File: config.mk
export PLATFORM = sky130hd
export DESIGN_NAME = overwriting_ring_buffer_core
export DESIGN_NICKNAME = d
export VERILOG_FILES = /design/src/orb_pkg.sv /design/src/orb_ram.sv /design/src/orb_ctrl.sv /design/src/orb_dpath.sv /design/src/overwriting_ring_buffer_core.sv
export SDC_FILE = /design/constraint.sdc
export NUM_CORES = 2
export LEC_CHECK = 0
export BUFFER_PORTS_ARGS = -buffer_cell sky130_fd_sc_hd__buf_2
export CORE_MARGIN = 5
export CORE_UTILIZATION = 45
export DETAILED_ROUTE_END_ITERATION = 10
export PLACE_DENSITY_LB_ADDON = 0.12
export SETUP_SLACK_MARGIN = 0.3
export SLEW_MARGIN = 10
export SYNTH_ARGS = -nofsm -noshare
export SYNTH_HDL_FRONTEND = slang
export SYNTH_SLANG_ARGS = --single-unit
File: constraint.sdc
create_clock -name clk -period 11.55 [get_ports clk]
set_clock_uncertainty 0.1 [all_clocks]
set_input_delay 1.7325 -clock clk [delete_from_list [all_inputs] [get_ports clk]]
set_output_delay 1.7325 -clock clk [all_outputs]
set_load 0.02 [all_outputs]
File: src/orb_pkg.sv
package orb_pkg;

	// default sizing
	localparam int DEPTH_DEF        = 64;
	localparam int ELEMENT_BITS_DEF = 32;

	// field widths fixed by the interface
	localparam int DATA_W  = 32;
	localparam int COUNT_W = 7;

	// request codes
	localparam logic REQ_WRITE = 1'b0;
	localparam logic REQ_READ  = 1'b1;

	// request item
	typedef struct packed {
		logic               req_type;
		logic [DATA_W-1:0]  write_data;
		logic               write_last;
		logic [COUNT_W-1:0] read_count;
	} req_item_t;

	// response item
	typedef struct packed {
		logic [DATA_W-1:0]  read_data;
		logic               read_valid;
		logic               read_last;
		logic [COUNT_W-1:0] granted_count;
		logic [DATA_W-1:0]  missed_total;
	} rsp_item_t;

	// controller to datapath commands
	typedef struct packed {
		logic wr;          // write element transfer
		logic rd_start;    // read request taken: latch grant
		logic rd_cur;      // RAM read at current read pointer
		logic rd_next;     // RAM read at advanced read pointer
		logic load_elem;   // load element into output register
		logic load_empty;  // load empty reply into output register
	} orb_cmd_t;

	// datapath to controller status
	typedef struct packed {
		logic grant_zero;     // request on the port grants nothing
		logic remaining_one;  // element being loaded is the last
		logic out_free;       // output register can take a new item
	} orb_sts_t;

endpackage

File: src/orb_ram.sv
module orb_ram #(
	parameter int WIDTH = 32,
	parameter int DEPTH = 64
) (
	input  logic                     clk,
	input  logic                     we,
	input  logic [$clog2(DEPTH)-1:0] waddr,
	input  logic [WIDTH-1:0]         wdata,
	input  logic                     re,
	input  logic [$clog2(DEPTH)-1:0] raddr,
	output logic [WIDTH-1:0]         rdata
);

	logic [WIDTH-1:0] mem_q [DEPTH];

	// write port
	always_ff @(posedge clk) begin
		if (we) begin
			mem_q[waddr] <= wdata;
		end
	end

	// registered read, holds between reads
	always_ff @(posedge clk) begin
		if (re) begin
			rdata <= mem_q[raddr];
		end
	end

endmodule

File: src/orb_ctrl.sv
module orb_ctrl (
	input  logic               clk,
	input  logic               arst_n,
	input  logic               req_valid,
	input  logic               req_type,
	output logic               req_ready,
	input  orb_pkg::orb_sts_t  sts,
	output orb_pkg::orb_cmd_t  cmd
);

	localparam logic [1:0] ST_IDLE  = 2'd0;
	localparam logic [1:0] ST_EMPTY = 2'd1;
	localparam logic [1:0] ST_DATA  = 2'd2;

	logic [1:0] state_q;
	logic [1:0] state_d;

	assign req_ready = (state_q == ST_IDLE);

	// next state and commands
	always_comb begin
		state_d = state_q;
		cmd     = '0;
		case (state_q)
			ST_IDLE: begin
				if (req_valid) begin
					if (req_type == orb_pkg::REQ_WRITE) begin
						cmd.wr = 1'b1;
					end else begin
						cmd.rd_start = 1'b1;
						if (sts.grant_zero) begin
							state_d = ST_EMPTY;
						end else begin
							cmd.rd_cur = 1'b1;
							state_d    = ST_DATA;
						end
					end
				end
			end
			ST_EMPTY: begin
				if (sts.out_free) begin
					cmd.load_empty = 1'b1;
					state_d        = ST_IDLE;
				end
			end
			ST_DATA: begin
				// stream: load one element, fetch the next in the same cycle
				if (sts.out_free) begin
					cmd.load_elem = 1'b1;
					if (sts.remaining_one) begin
						state_d = ST_IDLE;
					end else begin
						cmd.rd_next = 1'b1;
					end
				end
			end
			default: begin
				state_d = ST_IDLE;
			end
		endcase
	end

	always_ff @(posedge clk or negedge arst_n) begin
		if (!arst_n) begin
			state_q <= ST_IDLE;
		end else begin
			state_q <= state_d;
		end
	end

endmodule

File: src/orb_dpath.sv
module orb_dpath #(
	parameter int DEPTH        = orb_pkg::DEPTH_DEF,
	parameter int ELEMENT_BITS = orb_pkg::ELEMENT_BITS_DEF
) (
	input  logic                         clk,
	input  logic                         arst_n,
	input  orb_pkg::req_item_t           req,
	input  logic                         cfg_we,
	input  logic [orb_pkg::COUNT_W-1:0]  cfg_data,
	input  orb_pkg::orb_cmd_t            cmd,
	output orb_pkg::orb_sts_t            sts,
	output logic                         rsp_valid,
	input  logic                         rsp_ready,
	output orb_pkg::rsp_item_t           rsp
);

	localparam int PTR_W = $clog2(DEPTH);
	localparam int CNT_W = PTR_W + 1;
	localparam int CMP_W = (CNT_W > orb_pkg::COUNT_W) ? CNT_W : orb_pkg::COUNT_W;
	localparam int CAP_RST = (DEPTH < 64) ? DEPTH : 64;
	localparam int EXT_W = ELEMENT_BITS + orb_pkg::DATA_W;

	logic [PTR_W-1:0]            wptr_q;
	logic [PTR_W-1:0]            rptr_q;
	logic [CNT_W-1:0]            cap_q;
	logic [CNT_W-1:0]            free_q;
	logic [CNT_W-1:0]            burst_q;
	logic [orb_pkg::DATA_W-1:0]  missed_q;
	logic [orb_pkg::COUNT_W-1:0] remaining_q;
	logic [orb_pkg::COUNT_W-1:0] granted_q;
	logic                        out_valid_q;
	orb_pkg::rsp_item_t          out_q;

	logic [PTR_W-1:0]            wptr_adv;
	logic [PTR_W-1:0]            rptr_adv;
	logic [CNT_W-1:0]            unread;
	logic [CMP_W-1:0]            want_w;
	logic [CMP_W-1:0]            unread_w;
	logic [CMP_W-1:0]            grant_w;
	logic [orb_pkg::COUNT_W-1:0] grant;
	logic                        store_el;
	logic [CNT_W-1:0]            cap_new;
	logic [EXT_W-1:0]            wext;
	logic [EXT_W-1:0]            rext;
	logic [ELEMENT_BITS-1:0]     ram_rdata;
	logic                        out_free;

	// step a pointer round the ring in use
	function automatic logic [PTR_W-1:0] advance(
		input logic [PTR_W-1:0] p,
		input logic [CNT_W-1:0] cap
	);
		logic [CNT_W-1:0] nxt;
		nxt = {1'b0, p} + CNT_W'(1);
		return (nxt >= cap) ? '0 : nxt[PTR_W-1:0];
	endfunction

	assign wptr_adv = advance(wptr_q, cap_q);
	assign rptr_adv = advance(rptr_q, cap_q);

	// grant = min(read_count, unread)
	assign unread   = cap_q - free_q;
	assign want_w   = CMP_W'(req.read_count);
	assign unread_w = CMP_W'(unread);
	assign grant_w  = (want_w < unread_w) ? want_w : unread_w;
	assign grant    = grant_w[orb_pkg::COUNT_W-1:0];

	// elements past the capacity within one burst are dropped
	assign store_el = cmd.wr && (burst_q < cap_q);

	// capacity clamp to 1..DEPTH
	always_comb begin
		if (cfg_data == '0) begin
			cap_new = CNT_W'(1);
		end else if (32'(cfg_data) > DEPTH) begin
			cap_new = CNT_W'(DEPTH);
		end else begin
			cap_new = CNT_W'(cfg_data);
		end
	end

	// element width conversions
	assign wext = {{ELEMENT_BITS{1'b0}}, req.write_data};
	assign rext = {{orb_pkg::DATA_W{1'b0}}, ram_rdata};

	orb_ram #(
		.WIDTH (ELEMENT_BITS),
		.DEPTH (DEPTH)
	) u_ram (
		.clk   (clk),
		.we    (store_el),
		.waddr (wptr_q),
		.wdata (wext[ELEMENT_BITS-1:0]),
		.re    (cmd.rd_cur | cmd.rd_next),
		.raddr (cmd.rd_next ? rptr_adv : rptr_q),
		.rdata (ram_rdata)
	);

	// ring pointers and counters
	always_ff @(posedge clk or negedge arst_n) begin
		if (!arst_n) begin
			wptr_q   <= '0;
			rptr_q   <= '0;
			cap_q    <= CNT_W'(CAP_RST);
			free_q   <= CNT_W'(CAP_RST);
			burst_q  <= '0;
			missed_q <= '0;
		end else if (cfg_we) begin
			wptr_q  <= '0;
			rptr_q  <= '0;
			cap_q   <= cap_new;
			free_q  <= cap_new;
			burst_q <= '0;
		end else begin
			if (store_el) begin
				wptr_q <= wptr_adv;
				if (free_q != '0) begin
					free_q <= free_q - CNT_W'(1);
				end else begin
					// full: oldest element lost, read side follows the write side
					missed_q <= missed_q + 32'd1;
					rptr_q   <= wptr_adv;
				end
			end
			if (cmd.wr) begin
				if (req.write_last) begin
					burst_q <= '0;
				end else if (store_el) begin
					burst_q <= burst_q + CNT_W'(1);
				end
			end
			if (cmd.load_elem) begin
				rptr_q <= rptr_adv;
				free_q <= free_q + CNT_W'(1);
			end
		end
	end

	// read request bookkeeping
	always_ff @(posedge clk or negedge arst_n) begin
		if (!arst_n) begin
			remaining_q <= '0;
			granted_q   <= '0;
		end else if (cmd.rd_start) begin
			remaining_q <= grant;
			granted_q   <= grant;
		end else if (cmd.load_elem) begin
			remaining_q <= remaining_q - orb_pkg::COUNT_W'(1);
		end
	end

	// output register
	assign out_free = !out_valid_q || rsp_ready;

	always_ff @(posedge clk or negedge arst_n) begin
		if (!arst_n) begin
			out_valid_q <= 1'b0;
		end else if (cmd.load_elem || cmd.load_empty) begin
			out_valid_q <= 1'b1;
		end else if (rsp_ready) begin
			out_valid_q <= 1'b0;
		end
	end

	always_ff @(posedge clk) begin
		if (cmd.load_elem) begin
			out_q.read_data     <= rext[orb_pkg::DATA_W-1:0];
			out_q.read_valid    <= 1'b1;
			out_q.read_last     <= (remaining_q == orb_pkg::COUNT_W'(1));
			out_q.granted_count <= granted_q;
			out_q.missed_total  <= missed_q;
		end else if (cmd.load_empty) begin
			out_q.read_data     <= '0;
			out_q.read_valid    <= 1'b0;
			out_q.read_last     <= 1'b1;
			out_q.granted_count <= '0;
			out_q.missed_total  <= missed_q;
		end
	end

	assign rsp_valid = out_valid_q;
	assign rsp       = out_q;

	assign sts.grant_zero    = (grant == '0);
	assign sts.remaining_one = (remaining_q == orb_pkg::COUNT_W'(1));
	assign sts.out_free      = out_free;

endmodule

File: src/overwriting_ring_buffer_core.sv
// Write element: taken while the port is idle, one element per cycle back to back.
// Read request: first element goes through the registered RAM read into the output
// register, then one element per cycle while the output is taken; a read of N
// elements keeps the request port busy until its last element is loaded.
// Empty read: one empty reply, port busy until it is loaded. Reset (asynchronous,
// active low) empties the ring, capacity min(DEPTH, 64); store not cleared.
module overwriting_ring_buffer_core #(
	parameter int DEPTH        = orb_pkg::DEPTH_DEF,
	parameter int ELEMENT_BITS = orb_pkg::ELEMENT_BITS_DEF
) (
	input  logic                        clk,
	input  logic                        arst_n,
	input  logic                        req_valid,
	output logic                        req_ready,
	input  orb_pkg::req_item_t          req,
	output logic                        rsp_valid,
	input  logic                        rsp_ready,
	output orb_pkg::rsp_item_t          rsp,
	input  logic                        cfg_valid,
	output logic                        cfg_ready,
	input  logic [orb_pkg::COUNT_W-1:0] cfg_data
);

	orb_pkg::orb_cmd_t cmd;
	orb_pkg::orb_sts_t sts;

	// capacity writes are always taken
	assign cfg_ready = 1'b1;

	orb_ctrl u_ctrl (
		.clk       (clk),
		.arst_n    (arst_n),
		.req_valid (req_valid),
		.req_type  (req.req_type),
		.req_ready (req_ready),
		.sts       (sts),
		.cmd       (cmd)
	);

	orb_dpath #(
		.DEPTH        (DEPTH),
		.ELEMENT_BITS (ELEMENT_BITS)
	) u_dpath (
		.clk       (clk),
		.arst_n    (arst_n),
		.req       (req),
		.cfg_we    (cfg_valid & cfg_ready),
		.cfg_data  (cfg_data),
		.cmd       (cmd),
		.sts       (sts),
		.rsp_valid (rsp_valid),
		.rsp_ready (rsp_ready),
		.rsp       (rsp)
	);

endmodule
==> results_dict.tcl <==
set metrics [dict create \
    period_minus_slack_ns 7.39 \
    crit_required_ns 11.96 \
    n_fill_cell 16327 \
    multiInputGateArea_um2 20000 \
    synth_area_um2 88100 \
    power_mw 20.8 \
    ys.flop_type "edfxtp_1" \
    yosysWarningCount 0 \
    crit_type "register to register" \
    grt_setup_unrepaired "false" \
    max_slew_margin 0.0996 \
    num_rows 162 \
    synth-xor-area-share 0.00587 \
    max-vdd-ir-drop_mv 0.217 \
    fmax_mhz 135 \
    ios 129 \
    synth_adder_area_share 0.00656 \
    fp.coreArea_um2 195000 \
    synthSimpleGateAreaFrac 0.113 \
    clock_sink_count 2235 \
    htree_levels 4 \
    dp_cells 8675 \
    ff_latch_area_um2 66700 \
    setup_viol 0 \
    r2r-start "u_dpath.rptr_q[0]$_DFFE_PN0P_" \
    finalWirelength_mm 278 \
    drt-initial-drc-count 6738 \
    cellLeakagePower_nw 33.8 \
    ys_top_cells_by_area "edfxtp_1, nand2_1, mux2i_1, a31oi_1, a32oi_1" \
    synth_top_family_by_area "simple AND/OR/NAND/NOR gates" \
    cap_viol_max_count 0 \
    ys_types 73 \
    muxShareOfSynthArea 0.0296 \
    p_per_area_nw_per_um2 210 \
    hold_viol_final 0 \
    grt_pass1_vias 51719 \
    totalNegativeSetupSlack_ns 0 \
    crit_arrival_ns 7.80 \
    outcome "completed" \
    hp-start "u_dpath.missed_q[31]$_DFFE_PN0P_" \
    layout.nets 6380 \
    antenna_found_initial 16 \
    syn_inst 6131 \
    fin_cells 9110 \
    antenna_left 0 \
    cts-root-buf "clkbuf_16" \
    drv_slew 0 \
    place_hpwl_mm 148 \
    hold_class "register to register" \
    synth.top_cell.area_share 0.734 \
    synthArstFlopShare 0.0367 \
    synth_top_cell_by_area "edfxtp_1" \
    start_kind "register" \
    cts_made_buffers 229 \
    synth_area_per_cell_um2 14.4 \
    start_util 0.452 \
    critPathLaunch "u_dpath.rptr_q[0]$_DFFE_PN0P_" \
    synth_edf_count 2152 \
    cts_tree "yes" \
    fin_crit_sh 0.640 \
    via_per_inst 5.91 \
    vias 53863 \
    die-area_um2 205000 \
    yosysSeqAreaShare 0.757 \
    io_buffer_count 127 \
    globalplace.congestion 0.859 \
    firstDrtPassIters 6 \
    cts.clk_slew.worst_paths_ns 0.06 \
    critical_path.endpoint_type "register" \
    grt_pass1_wl_mm 392 \
    critPathMaxFanout 45 \
    grt_max_degree 153 \
    tightest_slew_ns 1.34 \
    insertion_delay_ns 0.86 \
    cts_resized 0 \
    synth_compound_area_frac 0.0640 \
    die_h_um 452 \
    area.growth.synth_to_final_pct 12.9 \
    grt_use_total 0.267 \
    synth-seq-cells 2235 \
    overflow 0 \
    ctsHoldBuffers 0 \
    post_cts_buffers 0 \
    route.detailed.drc 0 \
    clock_path_buffers 3 \
    syn-num-nets 6229 \
    drive_above_1_share 0.112 \
    detail_route.wl_per_cell_um 30.6 \
    die_w_um 452 \
]
-- metrics by stage --
step | cell area (µm²) | worst slack [ns] | hold slack [ns] | utilization
after detailed placement | 92200 | 4.23 | 0.360 | 0.474
final | 99400 | 4.16 | 0.366 | 0.510
after CTS | 99400 | 4.28 | 0.368 | 0.510
after global routing | 99400 | 4.02 | 0.379 | 0.510
after global placement | 92200 | 4.30 | 0.349 | 0.473
after floorplan | 88100 | 5.08 | 0.334 | -
-- where the power goes --
group | internal, mW | leakage, nW | switching, mW | total [mW]
Clock | 4.01 | 3.50 | 3.08 | 7.09
Combinational | 1.21 | 9.75 | 3.28 | 4.49
Sequential | 9.11 | 20.5 | 0.126 | 9.24
-- cell usage after synthesis, drive strengths merged, types with 2 or more instances --
cell     number
a32oi       256
nor4b         2
nand3       277
o211ai        5
or2           3
o22ai         4
fa            2
o21ai        36
xnor2        38
or3           3
and3        179
and2         38
nor3         10
a211oi        2
o21bai        2
and4          2
a22oi        11
mux2i       259
or4           7
nor4         14
ha           43
clkbuf      114
or3b          2
nand3b        4
nand2b       10
a21o         14
nor2        130
nand2      1595
edfxtp     2152
a31oi       391
nand4        43
a21oi        43
a2bb2oi       2
xor2         21
nor2b         8
dfstp         2
o31ai         2
inv          29
dfrtp        80
buf         270
o21a          9
-- final cells by class --
type	instances	area share
timing repair buffer	304	0.0214
clock inverter	134	0.0101
multi-input combinational	3482	0.201
tap	2624	0.0330
sequential	2235	0.671
antenna	6	0.000151
inverter	30	0.00113
clock buffer	295	0.0616
-- cells by family after synthesis --
kind of cell    after synthesis
buf+inv                     414
other cells                   1
xor+xnor                     59
compound gates              788
mux                         260
flops                      2235
fa+ha+maj                    45
simple gates               2329
-- placed cells by master, fill, tap and decap left out, types with 80 or more instances in the layout --
master,count
a32oi_1,256
mux2i_1,259
edfxtp_1,2152
nand3_1,277
nand2_1,1595
buf_2,126
a31oi_1,383
clkbuf_16,235
and3_1,179
dfrtp_1,80
buf_4,165
-- flip-flops by register name, summed over array words and instances, names as in the netlist, 7 cells and up --
name / cells
u_dpath.burst_q: 7
u_dpath.cap_q: 7
u_dpath.free_q: 7
u_dpath.granted_q: 7
u_dpath.missed_q: 32
u_dpath.remaining_q: 7
u_dpath.rsp: 73
u_dpath.u_ram.mem_q: 2048
u_dpath.u_ram.rdata: 32
-- worst max-delay path, stage by stage (launching register included) --
cell and delay, ns:
dfrtp_1 0.54, ha_1 0.47, nand3_1 0.18, xor2_1 0.38, inv_1 0.17, ha_1 0.37, a21o_1 0.19, a221o_1 0.37
a41oi_4 0.60, nand4_1 0.25, a22oi_2 0.21, buf_4 0.51, buf_4 0.80, a32oi_1 0.35, and3_1 0.34, a31oi_1 0.81
nand4_1 0.30
-- routing by layer --
| metal | vias to the layer above | share of wire | global-route usage |
|---|---|---|---|
| met1 | 27466 | 0.40 | 0.362 |
| met2 | 2516 | 0.47 | 0.429 |
| met3 | 446 | 0.085 | 0.0448 |
| met4 | 0 | 0.049 | 0.117 |
| met5 | - | 0 | 0 |
| li1 | 23435 | - | - |
-- worst paths after layout --
path / end / slack, ns / cells past startpoint
max in group asynchronous: u_dpath.remaining_q[4]$_DFFE_PN0P_ / 9.55 / 2
worst max register to register: u_dpath.u_ram.rdata[0]$_DFFE_PP_ / 4.16 / 16
worst min-delay path: u_dpath.missed_q[31]$_DFFE_PN0P_ / 0.37 / 1
worst max-delay path: u_dpath.u_ram.rdata[0]$_DFFE_PP_ / 4.16 / 16
min in group asynchronous: u_dpath.missed_q[12]$_DFFE_PN0P_ / 0.65 / 1
worst min register to register: u_dpath.missed_q[31]$_DFFE_PN0P_ / 0.37 / 1
No activity file was read; power rests on OpenSTA's default activity.
